## src/rtl/sset_pkg.sv

```systemverilog
package sset_pkg;

   // Store geometry
   localparam int ENTITY_COUNT = 256;
   localparam int DATA_WIDTH   = 64;
   localparam int IDX_W        = $clog2(ENTITY_COUNT);
   localparam int CNT_W        = IDX_W + 1;

   // Channel field widths
   localparam int MODE_W   = 2;
   localparam int ENTITY_W = 8;
   localparam int SLOT_W   = 8;
   localparam int DIN_W    = 64;
   localparam int STATUS_W = 3;
   localparam int LIVE_W   = 9;

   typedef enum logic [MODE_W-1:0] {
      MODE_ADD    = 2'd0,
      MODE_REMOVE = 2'd1,
      MODE_LOOKUP = 2'd2,
      MODE_SLOT   = 2'd3
   } mode_type;

   typedef enum logic [STATUS_W-1:0] {
      ST_INSERTED    = 3'd0,
      ST_OVERWRITTEN = 3'd1,
      ST_REMOVED     = 3'd2,
      ST_ABSENT      = 3'd3,
      ST_FOUND       = 3'd4
   } status_type;

   // Controller to datapath
   typedef struct packed {
      logic latch;     // capture request word
      logic rd_issue;  // first memory read
      logic exec;      // decide, write back, load response
      logic fetch;     // load data of a lookup hit
   } cmd_type;

   // Datapath to controller
   typedef struct packed {
      logic need_fetch;
   } stat_type;

endpackage

```

## src/rtl/sset_ctrl.sv

```systemverilog
module sset_ctrl (
   input  logic               clock,
   input  logic               reset,
   input  logic               req_valid,
   output logic               req_ready,
   output logic               rsp_valid,
   input  logic               rsp_ready,
   input  sset_pkg::stat_type stat,
   output sset_pkg::cmd_type  cmd
);

   typedef enum logic [4:0] {
      S_IDLE  = 5'b00001,
      S_READ  = 5'b00010,
      S_EXEC  = 5'b00100,
      S_FETCH = 5'b01000,
      S_RESP  = 5'b10000
   } state_type;

   state_type state_ff, state_in;

   always_comb begin
      state_in = state_ff;
      case (state_ff)
         S_IDLE:  if (req_valid) state_in = S_READ;
         S_READ:  state_in = S_EXEC;
         S_EXEC:  state_in = stat.need_fetch ? S_FETCH : S_RESP;
         S_FETCH: state_in = S_RESP;
         S_RESP:  if (rsp_ready) state_in = S_IDLE;
         default: state_in = S_IDLE;
      endcase
   end

   always_ff @(posedge clock) begin
      if (reset) begin
         state_ff <= S_IDLE;
      end else begin
         state_ff <= state_in;
      end
   end

   assign req_ready    = (state_ff == S_IDLE);
   assign rsp_valid    = (state_ff == S_RESP);
   assign cmd.latch    = (state_ff == S_IDLE) && req_valid;
   assign cmd.rd_issue = (state_ff == S_READ);
   assign cmd.exec     = (state_ff == S_EXEC);
   assign cmd.fetch    = (state_ff == S_FETCH);

endmodule

```

## config.mk

```make
export PLATFORM = sky130hd
export DESIGN_NAME = sset_ctrl
export DESIGN_NICKNAME = d
export VERILOG_FILES = /design/src/rtl/sset_pkg.sv /design/src/rtl/sset_ctrl.sv
export SDC_FILE = /design/constraint.sdc
export NUM_CORES = 1
export LEC_CHECK = 0
export BUFFER_PORTS_ARGS = -buffer_cell sky130_fd_sc_hd__buf_2
export CAP_MARGIN = 20
export CORE_AREA = 2 2 39 41
export CTS_CLUSTER_SIZE = 14
export DETAILED_ROUTE_END_ITERATION = 6
export DIE_AREA = 0 0 41 43
export GPL_TIMING_DRIVEN = 0
export PLACE_DENSITY = 0.37
export SYNTH_ARGS = -nofsm -noshare
export SYNTH_HDL_FRONTEND = slang
export SYNTH_SLANG_ARGS = --single-unit
```

## constraint.sdc

```tcl
create_clock -name clock -period 1.7 [get_ports clock]
set_input_delay 0.085 -clock clock [delete_from_list [all_inputs] [get_ports clock]]
set_output_delay 0.085 -clock clock [all_outputs]
set_load 0.005 [all_outputs]
```

==> results of run 1 <==
==> layout make-up <==
class / count / area, um2
Clock buffer: 4 / 26.3
Sequential cell: 5 / 100
Tap cell: 16 / 20.0
Timing Repair Buffer: 10 / 50.0
Fill cell: 170 / 1010
Multi-Input combinational cell: 25 / 174
==> stage by stage <==
| step | cells | total power [mW] |
|---|---|---|
| finish | 60 | 0.313 |
| global route | 60 | 0.339 |
| CTS | 60 | 0.323 |
| detailed placement | 56 | 0.183 |
| global placement | 56 | 0.183 |
| floorplan | 30 | 0.163 |
==> cells by family after synthesis <==
group	after synthesis	synth area share (%)
flip-flops	5	36.5
XOR/XNOR	1	3.20
AND/OR/NAND/NOR	18	42.0
AO/OA/AOI/OAI	6	18.3
==> worst max path at each step <==
stage                      startpoint          end  slack [ps]  depth (start not counted)
after CTS                 state_ff[0]       cmd[0]         150                          3
after global placement    state_ff[2]  state_ff[4]         370                          3
after global routing      state_ff[0]       cmd[0]          60                          3
final                     state_ff[1]       cmd[0]         180                          3
after detailed placement  state_ff[2]  state_ff[4]         390                          3
after floorplan           state_ff[0]  state_ff[0]         440                          3
==> cell usage after synthesis <==
master     instances
a2111oi_2          1
a21oi_1            1
and2_1             1
and3_1             2
and3b_1            3
dfxtp_1            5
nand2b_1           2
nor2_1             3
nor2b_1            1
nor3_1             2
nor3b_1            2
o211a_1            1
o21a_1             1
o21ai_0            1
o31ai_1            1
or3_1              1
or3b_1             1
xor2_1             1
==> power groups by stage <==
stage          registers, mW  clock network [mW]  logic [mW]
2_1_floorplan          0.134                   0      0.0295
3_3_place_gp           0.137                   0      0.0463
3_5_place_dp           0.136                   0      0.0464
4_1_cts                0.134               0.142      0.0470
5_1_grt                0.136               0.151      0.0519
6_report               0.134               0.132      0.0460
==> per-layer routing <==
layer / GRT usage, % / vias up / routed length [um]
met5: 0 / - / 0
met1: 8.97 / 128 / 248
met4: 10.0 / 0 / 9
li1: - / 140 / -
met3: 3.14 / 2 / 41
met2: 11.3 / 7 / 265
==> worst max-delay path: stages, from the launching register on <==
cell and delay (ps):
dfxtp_1 380, or3_1 410, nor3b_1 250, buf_2 160
==> impl_results.md, run 1 <==
* Vias/cell at 4.62
* Synth area leaders: dfxtp_1 37%, and3b_1 9.6%, a2111oi_2 5.5%
* Diode count at 0
* Critical Path Sink Type: output port
* WHS Endpoint: state_ff[2]
* Crit path DAT at 1430 ps
* # resized after CTS at 0
* Routed via count at 277
* H-tree depth at 1
* Worst-path clk slew at 40 ps
* Net Sw Frac at 23.7%
* HPWL Detailed at 462 um
* VDD IR-drop max at 255 uV
* Syn Inst Count at 30
* Seq pwr share at 42.9%
* Total gr overflow at 0
* Period utilization at 89.2%
* R2r worst-path depth at 3
* Net Count, Synth at 35
* Number of max-cap violations at 0
* Switching Power at 0.0740 mW
* Leak at 0.172 nW
* Final max-slew violation count at 0
* CTS root buf: clkbuf_4
* Setup Skew at 0.441 ps
* Largest net degree at the start of global routing at 9
* Hold Vio Cnt, Final at 0
* Biggest register: state_ff
* Regs by FF count: state_ff: 5 flops
* CTS buffer count at 3
* Maximum root-to-sink buffer count at 2
* Worst skew pair latency at 230 ps
* WL final at 564 um
* Die H at 43 um
* Tightest Pin Transition at 274 ps
* WL/cell at 9.40 um
* Synth cell types at 18
* Sequential area share after synthesis at 36.5%
* Reg-to-reg critical path startpoint: state_ff[2]
* Initial antenna violation count at 0
* GP Congestion at 0.671
* Share of cells above drive strength 1 at 31.8%
* Post-route antenna net violation count at 0
* R2r endpoint: state_ff[4]
* Post-DP Area at 344 um2
* Synth area leader: dfxtp_1
* Min cycle time layout at 1520 ps
* Max reg flops at 5
* Worst Setup Start Kind: register
* Vias in the first global route at 252
* Int Pwr at 0.239 mW
* Setup violators final at 0
* Hold_ws at 35.9 ps
* Outcome: complete, no violations
* Fmax at 0.659 GHz
* Worst Setup Path Type: reg2out
* Synth Register Bits at 5
* Die Wd at 41 um
* Clock sinks at 5
* PD cells at 845 mW/mm2
* Hold crit path type: in2reg
* Commonest non-fill, non-tap cell in the layout: buf_2
* First-pass GRT wire length at 931 um
* Most frequent cells in the layout: 10 x buf_2, 5 x dfxtp_1, 3 x nor2_1, 3 x and3b_1, 3 x clkbuf_4
* Layout area overhead at 35.2%
* Clock power share at 42.4%
* Non-Filler Cell Area, Final at 370 um2
* Die area at 0.00176 mm2
* Combinational Power Share at 14.7%
* RSZ-0062 raised after global routing: false
* Post-CTS Repair Setup Buffers at 0
* Reg2Reg Setup Slack at 400 ps
* Gr usage total at 8.53%
* CP Max Fanout at 8
* Worst slack at placement at 386 ps
* Initial DRC Count at 1
* Cell Area, Synth at 274 um2
* Hold Crit Depth at 2
* Drt first pass iters at 2
* Post-layout util at 26.8%
* DR DRC count at 0
* YS warnings at 0
* Final worst slack at 183 ps
* Min-Delay Startpoint: reset
* Core area at 0.00138 mm2
* Relative slew slack at 81.7%
* Mean post-synth cell area at 9.13 um2
* TritonCTS clock tree: yes
* Nets at 50
* Top-area cell type share of the netlist area at 36.5%
* Initial Util at 19.8%
* I/O Buffers at 10
* WP data required at 1620 ps
* Rows at 14
* IO Pins at 11
* # hold bufs at CTS at 0
* TNS Setup at 0 ps
(Power assumes the default switching activity.)
==> inputs of run 2 (changes only) <==
--- a/config.mk
+++ b/config.mk
@@ -8,10 +8,12 @@
 export BUFFER_PORTS_ARGS = -buffer_cell sky130_fd_sc_hd__buf_2
 export CAP_MARGIN = 20
 export CORE_AREA = 2 2 39 41
+export CTS_CLUSTER_DIAMETER = 40
 export CTS_CLUSTER_SIZE = 14
 export DETAILED_ROUTE_END_ITERATION = 6
 export DIE_AREA = 0 0 41 43
 export GPL_TIMING_DRIVEN = 0
+export HOLD_SLACK_MARGIN = 0.06
 export PLACE_DENSITY = 0.37
 export SYNTH_ARGS = -nofsm -noshare
 export SYNTH_HDL_FRONTEND = slang
==> run 2 against run 1 <==
  * Power rose by 0.54%
  * Global-route usage grew 0.20 points
  * Highest routed layer unchanged
  * Worst hold slack improved by 52 ps
  * Via count increased by 1.4%
  * Worst setup slack is the same
  * Maximum frequency stayed put
  * Largest power group unchanged
  * Sequential cell count stayed put
  * Critical path type unchanged
  * Sequential power about the same
==> impl_results.md, run 2 (synthesis results as in run 1) <==
* Worst Setup Start Kind: register
* Rows at 14
* Tightest Pin Transition at 274 ps
* Core area at 0.00138 mm2
* Non-Filler Cell Area, Final at 380 um2
* Diode count at 0
* Initial antenna violation count at 0
* Outcome: complete, no violations
* CP delay by family, top: simple AND/OR/NAND/NOR gates
* Hold Vio Cnt, Final at 0
* Worst Setup Path Type: reg2out
* Post-route antenna net violation count at 0
* GP Congestion at 0.671
* WL final at 574 um
* Crit path from: state_ff[1]
* PD cells at 827 mW/mm2
* Clock sinks at 5
* H-tree depth at 1
* Setup Skew at 0.441 ps
* Period utilization at 89.2%
* Relative slew slack at 81.7%
* Initial Util at 19.8%
* Largest net degree at the start of global routing at 9
* Leak at 0.176 nW
* Vias/cell at 4.61
* Non-filler cells, final at 61
* Total gr overflow at 0
* CTS buffer count at 3
* Hold crit path type: in2reg
* DR DRC count at 0
* I/O Buffers at 10
* Most frequent cells in the layout: 10 x buf_2, 5 x dfxtp_1, 3 x nor2_1, 3 x and3b_1, 3 x clkbuf_4
* Critical Path Sink Type: output port
* VDD IR-drop max at 255 uV
* Worst skew pair latency at 230 ps
* Layout area overhead at 38.8%
* WL/cell at 9.41 um
* Maximum root-to-sink buffer count at 2
* Max reg flops at 5
* Share of cells above drive strength 1 at 31.1%
* TritonCTS clock tree: yes
* IO Pins at 11
* HPWL Detailed at 462 um
* Routed via count at 281
* Final max-slew violation count at 0
* Regs by FF count: state_ff: 5 flops
* First-pass GRT wire length at 959 um
* Nets at 51
* Slowest-stage cell, CP: or3_1
* Die area at 0.00176 mm2
* Post-CTS Repair Setup Buffers at 0
* Crit path DAT at 1430 ps
* Min cycle time layout at 1520 ps
* Post-DP Area at 344 um2
* Commonest non-fill, non-tap cell in the layout: buf_2
* Vias in the first global route at 259
* Setup violators final at 0
* CTS root buf: clkbuf_4
* Drt first pass iters at 2
* Worst Path Buf+Inv at 1
* Placed cell count at 56
* Biggest register: state_ff
* # resized after CTS at 0
* Worst path cell trace: or3_1 > nor3b_1 > buf_2
* Die Wd at 41 um
* RSZ-0062 raised after global routing: false
* CP Max Fanout at 8
* Initial DRC Count at 1
* Fmax at 0.659 GHz
* Worst-path clk slew at 40 ps
* Gr usage total at 8.73%
* Min-Delay Startpoint: stat
* WP data required at 1620 ps
* CP peak stage delay at 410 ps
* Number of max-cap violations at 0
* Die H at 43 um
* TNS Setup at 0 ps
* Reg-to-reg critical path startpoint: state_ff[2]
run 2: cell types whose count changed in the layout (fill, tap and decap cells not counted):
cell,delta
dlygate4sd3_1,+1
run 2: area by class of cell:
cell class,instances,area [um2]
flip-flops and latches,5,100
repair buffers,11,60.1
clock buffers,4,26.3
fillers,171,1000
well taps,16,20.0
multi-input cells,25,174
run 2: routing by layer:
layer	global-route usage [%]	share of wire, %	wire, um	vias up
met2	11.9	47	271	7
met3	3.14	6.6	38	2
met1	8.97	44	253	130
met5	0	0	0	-
li1	-	-	-	142
met4	10.0	1.6	9	0
run 2: worst reg2reg max path, stage by stage, from the launching register on:
cell and delay, ps:
dfxtp_1 410, or3b_1 390, a2111oi_2 310, o21a_1 150
run 2: worst paths after layout:
check                endpoint  slack [ps]  depth (start not counted)
hold reg to reg   state_ff[4]         690                          2
setup reg to reg  state_ff[4]         400                          3
hold / removal    state_ff[3]          90                          2
setup / recovery       cmd[0]         180                          3
run 2: where the power goes:
| group | internal [mW] | switching (mW) | leakage [nW] | total [mW] |
|---|---|---|---|---|
| Combinational | 0.0282 | 0.0195 | 0.121 | 0.0477 |
| Clock | 0.0884 | 0.0441 | 0.0150 | 0.132 |
| Sequential | 0.124 | 0.0107 | 0.0408 | 0.134 |
run 2: metrics by stage:
step	setup slack [ps]	hold slack, ps	total power [mW]	util, %
floorplan	435	157	0.163	-
global placement	366	280	0.183	24.9
detailed placement	386	283	0.183	24.9
CTS	151	83.2	0.325	27.5
global route	60.5	95.2	0.341	27.5
finish	183	87.6	0.315	27.5
run 2: repair_timing:
action / 4_1_cts / 5_1_grt
hold buffers: 1 / 0
hold endpoints to repair: 1 / 0
setup endpoints to repair: 0 / 0
==> inputs of run 3 (changes only) <==
--- a/config.mk
+++ b/config.mk
@@ -5,16 +5,16 @@
 export SDC_FILE = /design/constraint.sdc
 export NUM_CORES = 1
 export LEC_CHECK = 0
-export BUFFER_PORTS_ARGS = -buffer_cell sky130_fd_sc_hd__buf_2
 export CAP_MARGIN = 20
 export CORE_AREA = 2 2 39 41
 export CTS_CLUSTER_DIAMETER = 40
 export CTS_CLUSTER_SIZE = 14
 export DETAILED_ROUTE_END_ITERATION = 6
 export DIE_AREA = 0 0 41 43
+export DONT_BUFFER_PORTS = 1
 export GPL_TIMING_DRIVEN = 0
 export HOLD_SLACK_MARGIN = 0.06
-export PLACE_DENSITY = 0.37
+export PLACE_DENSITY = 0.3
 export SYNTH_ARGS = -nofsm -noshare
 export SYNTH_HDL_FRONTEND = slang
 export SYNTH_SLANG_ARGS = --single-unit
==> run 3 against run 2 <==
  * Largest power group is now the clock network
  * Register-to-register slack got worse by 110 ps
  * Combinational power fell by 17%
  * Clock power rose by 5%
  * Worst hold slack improved by 22 ps
  * Routed wire length rose by 10%
  * Global-route usage rose by 0.40 points
  * Power fell by 0.66%
  * Utilization fell by 2.2 points
==> impl_results.md, run 3 (synthesis results as in run 1) <==
* First-pass GRT wire length at 1.04 mm
* PD cells at 892 mW/mm2
* TritonCTS clock tree: yes
* GP Congestion at 0.601
* # hold bufs at CTS at 3
* Final max-slew violation count at 0
* Crit path DAT at 1370 ps
* CTS root buf: clkbuf_4
* Clock sinks at 5
* Commonest non-fill, non-tap cell in the layout: dfxtp_1
* DR DRC count at 0
* Biggest register: state_ff
* WP data required at 1620 ps
* Initial DRC Count at 0
* # resized after CTS at 0
* Combinational Power Share at 12.7%
* Vias in the first global route at 248
* Largest net degree at the start of global routing at 9
* Initial Util at 19.8%
* Maximum root-to-sink buffer count at 2
* Gr usage total at 9.13%
* Period utilization at 85.7%
* Relative slew slack at 77.3%
* VDD IR-drop max at 279 uV
* Max reg flops at 5
* Hold crit path type: in2reg
* Post-route antenna net violation count at 0
* Worst Setup Path Type: reg2out
* Nets at 43
* Most frequent cells in the layout: 5 x dfxtp_1, 3 x nor2_1, 3 x and3b_1, 3 x clkbuf_4, 3 x dlygate4sd3_1
* CTS buffer count at 3
* Clock power share at 44.1%
* Die area at 0.00176 mm2
* H-tree depth at 1
* Die Wd at 41 um
* Layout area overhead at 27.9%
* Share of cells above drive strength 1 at 10.8%
* Switching Power at 0.0773 mW
* HPWL Detailed at 472 um
* Vias/cell at 4.77
* Outcome: complete, no violations
* I/O Buffers at 0
* Total gr overflow at 0
* Initial antenna violation count at 0
* Worst-path clk slew at 40 ps
* Drt first pass iters at 1
* Core area at 0.00138 mm2
* Min cycle time layout at 1460 ps
* RSZ-0062 raised after global routing: false
* Regs by FF count: state_ff: 5 flops
* Die H at 43 um
* Hold Vio Cnt, Final at 0
* Number of max-cap violations at 0
* Rows at 14
* Routed via count at 253
* Worst Setup Start Kind: register
* WL/cell at 11.9 um
* Setup violators final at 0
* Seq pwr share at 43.3%
* IO Pins at 11
* Net Sw Frac at 24.7%
* Diode count at 0
* TNS Setup at 0 ps
* Critical Path Sink Type: output port
* Leak at 0.139 nW
* Int Pwr at 0.235 mW
* Fmax at 0.686 GHz
* WL final at 632 um
* CP Max Fanout at 8
* Tightest Pin Transition at 340 ps
* Worst skew pair latency at 240 ps
* Setup Skew at 2.00 ps
* Power consumption at 0.312 mW
* Post-CTS Repair Setup Buffers at 0
## run 3: power groups by stage
stage / Combinational [mW] / Clock, mW / Sequential [mW]
after global placement: 0.0349 / 0 / 0.137
final: 0.0396 / 0.138 / 0.135
after CTS: 0.0402 / 0.147 / 0.135
after global routing: 0.0453 / 0.152 / 0.136
after floorplan: 0.0295 / 0 / 0.134
after detailed placement: 0.0339 / 0 / 0.137
## run 3: worst paths after layout
path	start	end	slack [ps]	cells after the start
max	state_ff[0]	cmd[0]	240	2
min	rsp_ready	state_ff[4]	110	2
max reg2reg	state_ff[0]	state_ff[0]	290	3
min reg2reg	state_ff[4]	state_ff[4]	700	2
## run 3: area by class of cell
class / count / area, um2
fill: 158 / 1030
multi-input combinational: 25 / 174
sequential: 5 / 100
timing repair buffer: 3 / 30.0
clock buffer: 4 / 26.3
tap: 16 / 20.0
## run 3: per-stage QoR
| stage | cell area [um2] | worst slack, ps | util (%) | instances | hold WS [ps] |
|---|---|---|---|---|---|
| global placement | 294 | 262 | 21.2 | 46 | 160 |
| CTS | 350 | 202 | 25.3 | 53 | 102 |
| finish | 350 | 242 | 25.3 | 53 | 110 |
| global route | 350 | 154 | 25.3 | 53 | 115 |
| detailed placement | 294 | 290 | 21.2 | 46 | 161 |
| floorplan | 274 | 435 | - | 30 | 157 |
## run 3: worst max-delay path, stage by stage, from the launching register on
cell	delay, ps
dfxtp_1	370
or3_1	430
nor3b_1	330
## run 3: metal layers
metal	track usage [%]	vias up	share of wire, %
li1	-	128	-
met1	8.97	118	38
met2	13.4	7	54
met3	4.19	0	7.0
met4	8.00	0	0
met5	0	-	0
